==> src/rtl/core/dq_pkg.sv <==
package dq_pkg;

  // field widths
  localparam int unsigned KindW   = 3;
  localparam int unsigned ValueW  = 32;
  localparam int unsigned StatusW = 2;
  localparam int unsigned OccW    = 7;

  // default number of entries
  localparam int unsigned DepthDef = 64;

  // operation codes
  localparam logic [KindW-1:0] OP_PUSH_FRONT = 3'd0;
  localparam logic [KindW-1:0] OP_PUSH_BACK  = 3'd1;
  localparam logic [KindW-1:0] OP_POP_FRONT  = 3'd2;
  localparam logic [KindW-1:0] OP_POP_BACK   = 3'd3;
  localparam logic [KindW-1:0] OP_PEEK_FRONT = 3'd4;

  // status codes
  localparam logic [StatusW-1:0] ST_OK    = 2'd0;
  localparam logic [StatusW-1:0] ST_EMPTY = 2'd1;
  localparam logic [StatusW-1:0] ST_FULL  = 2'd2;

  // broadcast control for every cell of the chain
  typedef struct packed {
    logic              a_shr;  // front chain: move toward the tail end
    logic              a_shl;  // front chain: move toward cell 0
    logic              a_far;  // front chain: write value at the cell at count
    logic              b_shr;  // back chain: move toward the tail end
    logic              b_shl;  // back chain: move toward cell 0
    logic              b_far;  // back chain: write value at the cell at count
    logic [ValueW-1:0] value;
  } cell_ctrl_t;

endpackage

==> src/rtl/core/dq_cell.sv <==
module dq_cell (
  input  logic                          clk_i,
  input  dq_pkg::cell_ctrl_t            ctrl_i,
  input  logic                          far_i,
  input  logic [dq_pkg::ValueW-1:0]     a_left_i,
  input  logic [dq_pkg::ValueW-1:0]     a_right_i,
  input  logic [dq_pkg::ValueW-1:0]     b_left_i,
  input  logic [dq_pkg::ValueW-1:0]     b_right_i,
  output logic [dq_pkg::ValueW-1:0]     a_o,
  output logic [dq_pkg::ValueW-1:0]     b_o
);

  logic [dq_pkg::ValueW-1:0] a_q, a_d;
  logic [dq_pkg::ValueW-1:0] b_q, b_d;

  always_comb begin
    a_d = a_q;
    if (ctrl_i.a_shr) begin
      a_d = a_left_i;
    end else if (ctrl_i.a_shl) begin
      a_d = a_right_i;
    end else if (ctrl_i.a_far && far_i) begin
      a_d = ctrl_i.value;
    end
  end

  always_comb begin
    b_d = b_q;
    if (ctrl_i.b_shr) begin
      b_d = b_left_i;
    end else if (ctrl_i.b_shl) begin
      b_d = b_right_i;
    end else if (ctrl_i.b_far && far_i) begin
      b_d = ctrl_i.value;
    end
  end

  // payload only, no reset
  always_ff @(posedge clk_i) begin
    a_q <= a_d;
    b_q <= b_d;
  end

  assign a_o = a_q;
  assign b_o = b_q;

endmodule

==> src/rtl/core/double_ended_queue.sv <==
// channel   ports                                          dir  transfer when
// command   start_i, kind_i, push_value_i                  in   start_i & !busy_o
// result    done_o, read_value_o, status_o, occupancy_o    out  done_o (one cycle)
//
// one operation per cycle; the result strobes on done_o the cycle after start_i
// latency is set by the single register stage after the cell chain
// busy_o stays low: every operation finishes in the cycle it is taken
// rst_ni clears the entry count and the result strobe; cell contents are don't care
// results cannot be held off, so nothing in the block ever stalls
module double_ended_queue #(
  parameter int unsigned DEPTH = dq_pkg::DepthDef
) (
  input  logic                              clk_i,
  input  logic                              rst_ni,
  input  logic                              start_i,
  output logic                              busy_o,
  input  logic [dq_pkg::KindW-1:0]          kind_i,
  input  logic signed [dq_pkg::ValueW-1:0]  push_value_i,
  output logic                              done_o,
  output logic signed [dq_pkg::ValueW-1:0]  read_value_o,
  output logic [dq_pkg::StatusW-1:0]        status_o,
  output logic [dq_pkg::OccW-1:0]           occupancy_o
);

  // count must hold DEPTH itself
  localparam int unsigned CntW = $clog2(DEPTH + 1);

  // two copies of the contents ride in the same row of cells:
  //   chain a keeps the front entry in cell 0 and grows toward the tail
  //   chain b keeps the back entry in cell 0 and grows toward the tail
  // so both ends are always read at cell 0 and a push to the far end of a
  // chain is a write at the cell whose position equals the count
  logic [DEPTH-1:0][dq_pkg::ValueW-1:0] a_val;
  logic [DEPTH-1:0][dq_pkg::ValueW-1:0] b_val;
  logic [DEPTH-1:0]                     far;

  logic [CntW-1:0] count_q, count_d;
  logic            done_q;
  logic [dq_pkg::ValueW-1:0]  read_value_q, read_value_d;
  logic [dq_pkg::StatusW-1:0] status_q, status_d;

  dq_pkg::cell_ctrl_t ctrl;

  logic fire;
  logic is_empty;
  logic is_full;

  assign busy_o   = 1'b0;
  assign fire     = start_i & ~busy_o;
  assign is_empty = (count_q == '0);
  assign is_full  = (count_q == CntW'(DEPTH));

  // operation decode
  always_comb begin
    ctrl         = '0;
    ctrl.value   = push_value_i;
    count_d      = count_q;
    read_value_d = '0;
    status_d     = dq_pkg::ST_OK;
    if (fire) begin
      unique case (kind_i)
        dq_pkg::OP_PUSH_FRONT: begin
          if (is_full) begin
            status_d = dq_pkg::ST_FULL;
          end else begin
            // new front: insert at cell 0 of a, append at the far end of b
            ctrl.a_shr = 1'b1;
            ctrl.b_far = 1'b1;
            count_d    = count_q + CntW'(1);
          end
        end
        dq_pkg::OP_PUSH_BACK: begin
          if (is_full) begin
            status_d = dq_pkg::ST_FULL;
          end else begin
            ctrl.b_shr = 1'b1;
            ctrl.a_far = 1'b1;
            count_d    = count_q + CntW'(1);
          end
        end
        dq_pkg::OP_POP_FRONT: begin
          if (is_empty) begin
            status_d = dq_pkg::ST_EMPTY;
          end else begin
            // b just loses its far entry through the count
            read_value_d = a_val[0];
            ctrl.a_shl   = 1'b1;
            count_d      = count_q - CntW'(1);
          end
        end
        dq_pkg::OP_POP_BACK: begin
          if (is_empty) begin
            status_d = dq_pkg::ST_EMPTY;
          end else begin
            read_value_d = b_val[0];
            ctrl.b_shl   = 1'b1;
            count_d      = count_q - CntW'(1);
          end
        end
        dq_pkg::OP_PEEK_FRONT: begin
          if (is_empty) begin
            status_d = dq_pkg::ST_EMPTY;
          end else begin
            read_value_d = a_val[0];
          end
        end
        default: begin
          // unused kinds leave everything as it is
        end
      endcase
    end
  end

  // row of cells
  for (genvar i = 0; i < DEPTH; i++) begin : g_cell
    logic [dq_pkg::ValueW-1:0] a_left, a_right, b_left, b_right;

    // each cell sees whether it sits right past the last held entry
    assign far[i] = (count_q == CntW'(i));

    if (i == 0) begin : g_head
      assign a_left = push_value_i;
      assign b_left = push_value_i;
    end else begin : g_body
      assign a_left = a_val[i-1];
      assign b_left = b_val[i-1];
    end

    if (i == DEPTH - 1) begin : g_tail
      assign a_right = '0;
      assign b_right = '0;
    end else begin : g_inner
      assign a_right = a_val[i+1];
      assign b_right = b_val[i+1];
    end

    dq_cell u_cell (
      .clk_i     (clk_i),
      .ctrl_i    (ctrl),
      .far_i     (far[i]),
      .a_left_i  (a_left),
      .a_right_i (a_right),
      .b_left_i  (b_left),
      .b_right_i (b_right),
      .a_o       (a_val[i]),
      .b_o       (b_val[i])
    );
  end

  // control state
  always_ff @(posedge clk_i or negedge rst_ni) begin
    if (!rst_ni) begin
      count_q <= '0;
      done_q  <= 1'b0;
    end else begin
      count_q <= count_d;
      done_q  <= fire;
    end
  end

  // result payload
  always_ff @(posedge clk_i) begin
    if (fire) begin
      read_value_q <= read_value_d;
      status_q     <= status_d;
    end
  end

  assign done_o       = done_q;
  assign read_value_o = read_value_q;
  assign status_o     = status_q;
  // occupancy after the operation, low bits only for deep queues
  assign occupancy_o  = dq_pkg::OccW'(count_q);

endmodule

==> config.mk <==
export PLATFORM = sky130hd
export DESIGN_NAME = double_ended_queue
export DESIGN_NICKNAME = d
export VERILOG_FILES = /design/src/rtl/core/dq_pkg.sv /design/src/rtl/core/dq_cell.sv /design/src/rtl/core/double_ended_queue.sv
export SDC_FILE = /design/constraint.sdc
export NUM_CORES = 2
export LEC_CHECK = 0
export BUFFER_PORTS_ARGS = -buffer_cell sky130_fd_sc_hd__buf_2
export CAP_MARGIN = 20
export CORE_MARGIN = 5
export CORE_UTILIZATION = 24
export DETAILED_ROUTE_END_ITERATION = 10
export PLACE_DENSITY = 0.42
export SLEW_MARGIN = 20
export SYNTH_ARGS = -nofsm -noshare
export SYNTH_HDL_FRONTEND = slang
export SYNTH_SLANG_ARGS = --single-unit
==> constraint.sdc <==
create_clock -name clk_i -period 4.4 [get_ports clk_i]
set_clock_uncertainty 0.2 [all_clocks]
set_input_delay 0.88 -clock clk_i [delete_from_list [all_inputs] [get_ports clk_i]]
set_output_delay 0.88 -clock clk_i [all_outputs]
set_load 0.02 [all_outputs]
Word level (Yosys, flattened, before mapping)
Index checks and enable logic that the tools add are counted.
- logic and storage cells: 869
- register bits: 4138
- output and inout port bits: 43
- input port bits: 38
- mux-type cells: 401
- equal/unequal tests: 70
- reduce and logical (&&, ||, !) cells: 264
- $add $sub $neg: 2
- operators by type and width (cell ; number):
    2-to-1 mux 32 bit ; 386
    nonzero test 3 bit ; 128
    equality test 7 x 6 -> 1 bit, second input constant ; 32
    logical AND 1 bit ; 128
    equality test 7 x 5 -> 1 bit, second input constant ; 16
    case mux 32 bit (2 select lines) ; 1
    equality test 7 x 4 -> 1 bit, second input constant ; 8
    equality test 7 x 3 -> 1 bit, second input constant ; 4
    equality test 7 x 2 -> 1 bit, second input constant ; 2
    2-to-1 mux 7 bit ; 2
    case mux 7 bit (2 select lines) ; 1
    adder 7 x 1 -> 7 bit, second input constant ; 1
    equality test 7 x 1 -> 1 bit, second input constant ; 1
    equality test 7 bit, second input constant ; 1
    zero test 7 bit ; 1
    subtractor 7 x 1 -> 7 bit, second input constant ; 1
    equality test 3 x 2 -> 1 bit, second input constant ; 2
    2-to-1 mux 1 bit ; 6
    2-to-1 mux 2 bit ; 3
    2-to-1 mux 6 bit ; 1
    OR reduction 2 bit ; 3
    inequality test 2 bit, second input constant ; 2
    case mux 2 bit (2 select lines) ; 1
    AND reduction 4 bit ; 1
    other kinds (5) ; 5

Depth between registers and ports, before layout
- word-level depth: 8
- mapped depth: 10
- gate-level depth less buffers: 6

Modules after synthesis
Synthesis repeated with hierarchy kept, for this count alone.
- cell total of the unflattened synthesis: 18155
- area, all modules: 216834.2 um^2
- by module, submodules not included (module ; instances ; cells an instance ; area each (um^2) ; sequential area each (um^2)):
    dq_cell ; 64 ; 280 ; 3350.7 ; 1921.8
    double_ended_queue ; 1 ; 235 ; 2388.5 ; 1221.2

Worst setup path after synthesis
Ideal clock, no wire load.
- path type: in2reg
- start point: input kind_i[2] in the netlist's numbering
- end point: register g_cell[36].u_cell.a_q, in the netlist g_cell[36].u_cell.a_o[0] (enable)
- path slack: -417 ps
- cell stages on the path: 6
- required time: 3734 ps
- buffers on the path: 2
- arrival time: 4151 ps
- library setup time: 466 ps
- cells stage by stage: nand2b_1 > buf_2 > nor3_1 > nand3_1 > clkbuf_1 > o21ai_0
- word-level cells in the longest chain between the ends: 5
- elaborated cells on any way between the ends: 9
- ends and longest elaborated chain (element ; RTL line ; source):
    start, declared ; double_ended_queue.sv:17 ; input logic [dq_pkg::KindW-1:0] kind_i,
    equality test 3 x 1 -> 1 bit ; double_ended_queue.sv:61 ; unique case (kind_i)
    2-to-1 mux 2 bit ; double_ended_queue.sv:61 ;
    2-to-1 mux 6 bit * ; double_ended_queue.sv:60 ; if (fire) begin
    logical AND 1 bit ; dq_cell.sv:22 ; end else if (ctrl_i.a_far && far_i) begin
    nonzero test 3 bit (no line) * ; -- ;
    end signal, assigned ; dq_cell.sv:40 ; a_q <= a_d;
    end, declared ; dq_cell.sv:13 ; logic [dq_pkg::ValueW-1:0] a_q, a_d;
Every way passes the cells marked *; elsewhere a longest branch is shown, timed or not.
A chain may end at the register's enable or synchronous reset.

Worst setup path in the final report
- start point: register count_q[0], in the netlist occupancy_o[0]
- end point: register g_cell[62].u_cell.a_q, in the netlist g_cell[62].u_cell.a_o[2] (data pin)
- word-level cells in the longest chain between the ends: 6
- elaborated cells on any way between the ends: 9
- ends and longest elaborated chain (element ; RTL line ; source):
    start, declared ; double_ended_queue.sv:37 ; logic [CntW-1:0] count_q, count_d;
    start signal, assigned ; double_ended_queue.sv:156 ; count_q <= count_d;
    zero test 7 bit ; double_ended_queue.sv:50 ; assign is_empty = (count_q == '0);
    2-to-1 mux 1 bit ; double_ended_queue.sv:82 ; if (is_empty) begin
    2-to-1 mux 1 bit ; double_ended_queue.sv:61 ;
    2-to-1 mux 6 bit * ; double_ended_queue.sv:60 ;
    2-to-1 mux 32 bit ; dq_cell.sv:20 ; end else if (ctrl_i.a_shl) begin
    2-to-1 mux 32 bit * ; dq_cell.sv:18 ; if (ctrl_i.a_shr) begin
    named net g_cell[62].u_cell.a_d (one bit) ; dq_cell.sv:13 ;
    end signal, assigned ; dq_cell.sv:40 ;
    end, declared ; dq_cell.sv:13 ;
The timed path passes the listed nets; every way through them passes the cells marked *.

==> results.md <==
- Met2 usage: 18.65%
- Top Usage Layer GRT: met2
- Worst reg-to-reg setup slack: 0.37 ns
- GP Congestion: 0.7863
- Area growth from synthesis to layout: 14.89%
- Max Cap Viol: 0
- Root Buffer Master: clkbuf_16
- Routed len/inst: 24.53 um
- Crit Path Max Fanout: 63
- Top-area cell type share of the netlist area: 70.80%
- FMAX: 248.2 MHz
- Fin. Hold Viols: 0
- Dpl cell area: 0.1870 mm^2
- Detailed router's first-iteration violation count: 14.26k
- CP endpoint kind: flop
- IO Port Bufs: 79
- Largest family of logic cells by synthesized area: compound AO/OA/AOI/OAI gates
- R2R depth: 9
- HP Start: push_value_i[22]
- Layout cells sized above 1: 14.54%
- Post-Synth Simple-Gate Area: 0.4950%
- Setup TNS: 0 ns
- Crit path DAT: 4.69 ns
- Fillers: 72.05k
- Number of global-route vias before repair: 100.8k
- Drt pass-1 iters: 6
- Startpoint types: flop
- Final Net Count: 9665
- Sequential element share of the synthesized area: 70.91%
- Synth Area in XOR/XNOR: 0.02000%
- Crit Reg-Reg Startpoint: occupancy_o[0]$_DFFE_PN0P_
- Hold endpoint: g_cell[0].u_cell.a_o[22]$_DFFE_PP_
- # DRC: 0
- Die Y-Extent: 864.3 um
- Power Density: 456.5 mW/mm^2
- Syn Inst Count: 9982
- Syn Nets: 10.02k
- CTS Buf Count: 441
- Synth top cells by count: edfxtp_1, a221o_1, buf_2, clkbuf_1, buf_6
- Largest area contributor in the netlist: edfxtp_1
- Routed Antenna Nets: 0
- Compound-Gate Fraction of Synth Area: 23.50%
- Worst Max-Slew Pin Slew: 1.089 ns
- Post_cts resized: 0
- Global-route wire length before repair: 712600 um
- WL final: 481100 um
- Ys flop type: edfxtp_1
- Tmin final: 4.028 ns
- Met1 GRT Util: 17.44%
- Die area: 0.7471 mm^2
- Hold Path Depth: 2
- CP Class: reg -> reg
- Yosys warns: 0
- Synth async-reset ratio: 0.1933%
- #FFs+latches synth: 4138
- Grt ovf: 0
- Post-Synth Adder-Cell Area: 0.02857%
- Data required time of the critical path: 5.06 ns
- Clock net sink count: 4138
- Post-synthesis mux area share: 0.4486%
- Count leader, synth: edfxtp_1
- Largest net degree at the start of global routing: 185
- Boundary pin count: 81
- Met3 Resource Use GR: 1.871%
- Mapped Area: 0.1752 mm^2
- Clock Pin Slew Worst Setup and Hold Paths: 0.06 ns
- RSZ-0062 raised after global routing: no
- Clk Latency, worst-skew pair: 1.01 ns
- Vias per cell: 5.456
- Fin util: 27.67%
- Post-synth EDFFs: 4130
- Clock Path Buffers: 4
- Site Rows: 313
- Initial core utilization: 24.09%
- Syn Area/Cell: 17.55 um^2
- Min Hold Slack: 0.1184 ns
- Slew Limit Fails: 0
- Die width: 864.3 um
- PnR worst setup slack: 0.3717 ns
- Initial antenna violation count: 39
- DPL Wire Length: 310800 um
- Final setup viols: 0
- R2r endpoint: g_cell[62].u_cell.a_o[2]$_DFFE_PP_
- Via count: 107.0k
- Global-route usage over all layers: 12.00%
- Worst rel slew slack: 27.12%
- Top post-synthesis cells by area: edfxtp_1, a221o_1, buf_2
- Leakage power: 63.50 nW
- HP Class: in -> reg
- Fin area: 0.2013 mm^2
- H-tree Lvls: 5
- Core area: 0.7272 mm^2
- Fin crit share: 91.55%
- Netlist cell types: 40
- Place WS: -0.2439 ns
- Status: completed
- VDD IR-drop max: 336.6 uV
- CTS tree: yes
-- how the worst max path moves through the flow --
stage,cells after the start,end,startpoint
after global placement,8,g_cell[28].u_cell.a_o[8]$_DFFE_PP_,kind_i[2]
after CTS,9,g_cell[41].u_cell.a_o[4]$_DFFE_PP_,occupancy_o[0]$_DFFE_PN0P_
final,9,g_cell[62].u_cell.a_o[2]$_DFFE_PP_,occupancy_o[0]$_DFFE_PN0P_
after global routing,9,g_cell[62].u_cell.a_o[1]$_DFFE_PP_,occupancy_o[0]$_DFFE_PN0P_
after detailed placement,7,g_cell[62].u_cell.a_o[6]$_DFFE_PP_,kind_i[2]
after floorplan,6,g_cell[36].u_cell.a_o[0]$_DFFE_PP_,kind_i[2]
-- repair_timing --
action / CTS / global route
setup buffers: 0 / 0
hold buffers: 21 / 0
endpoints found under the hold margin: 44 / 0
-- logic make-up after synthesis --
kind of cell / Yosys count
fa+ha+maj: 4
compound gates: 4206
flops: 4138
simple gates: 164
xor+xnor: 4
buf+inv: 1395
other cells: 1
mux: 70
-- per-stage QoR --
step | instances | power, mW
final | 19610 | 91.88
after floorplan | 9982 | 52.62
after global placement | 18760 | 55.48
after CTS | 19590 | 93.16
after global routing | 19610 | 95.42
after detailed placement | 18770 | 55.73
-- flip-flops by register name (all words and copies together) (netlist names) --
signal and count:
g_cell.u_cell.b_o 2048, g_cell.u_cell.a_o 2048, status_o 2, done_o 1
occupancy_o 7, read_value_o 32
-- report_power, final --
part           total [mW]  switching (mW)  internal, mW
clock                36.9            16.0          20.9
sequential           47.1            1.22          45.9
combinational        7.84            4.78          3.06
total                91.9            22.0          69.9
-- metal layers --
layer / vias up / part of all wire (%)
li1: 44940 / -
met1: 56230 / 45
met2: 5078 / 45
met3: 725 / 7.2
met4: 14 / 2.5
met5: - / 0.020
-- worst max-delay path: stages, from the launching register on --
cell and delay, ns:
dfrtp_1 0.44, inv_1 0.17, ha_1 0.39, nor3b_1 0.23
buf_4 0.19, a311o_2 0.54, buf_4 0.41, and2_2 0.20
buf_4 0.59, a221o_1 0.22
-- cell usage in the layout, fill, tap and decap left out, types with 4 or more instances in the layout --
cell type and count:
clkinv_2 85, inv_6 11, diode_2 14, clkinv_1 119
buf_4 323, clkinv_8 5, inv_16 5, a22oi_1 32
dlygate4sd3_1 21, dfrtp_1 8, buf_12 162, buf_16 6
a221o_1 3968, ha_1 4, nor3_1 4, and2_4 18
buf_2 78, nand2_2 5, nand2_1 17, nor2b_1 4
and2_2 46, edfxtp_1 4130, clkbuf_1 86, a21o_1 64
nor2_1 47, o21ai_4 126, clkbuf_16 448, mux2_2 68
clkinvlp_4 4, bufinv_16 39
-- cell type report --
class / instances / area [um^2] / area share (%)
flip-flops and latches: 4138 / 124200 / 61.72
repair buffers: 590 / 6434 / 3.197
clock buffers: 534 / 11530 / 5.731
multi-input cells: 4449 / 44560 / 22.14
well taps: 9607 / 12020 / 5.972
diodes: 14 / 35.03 / 0.01741
clock inverters: 274 / 2449 / 1.217
inverters: 3 / 11.26 / 0.005595
(Power assumes the default switching activity.)
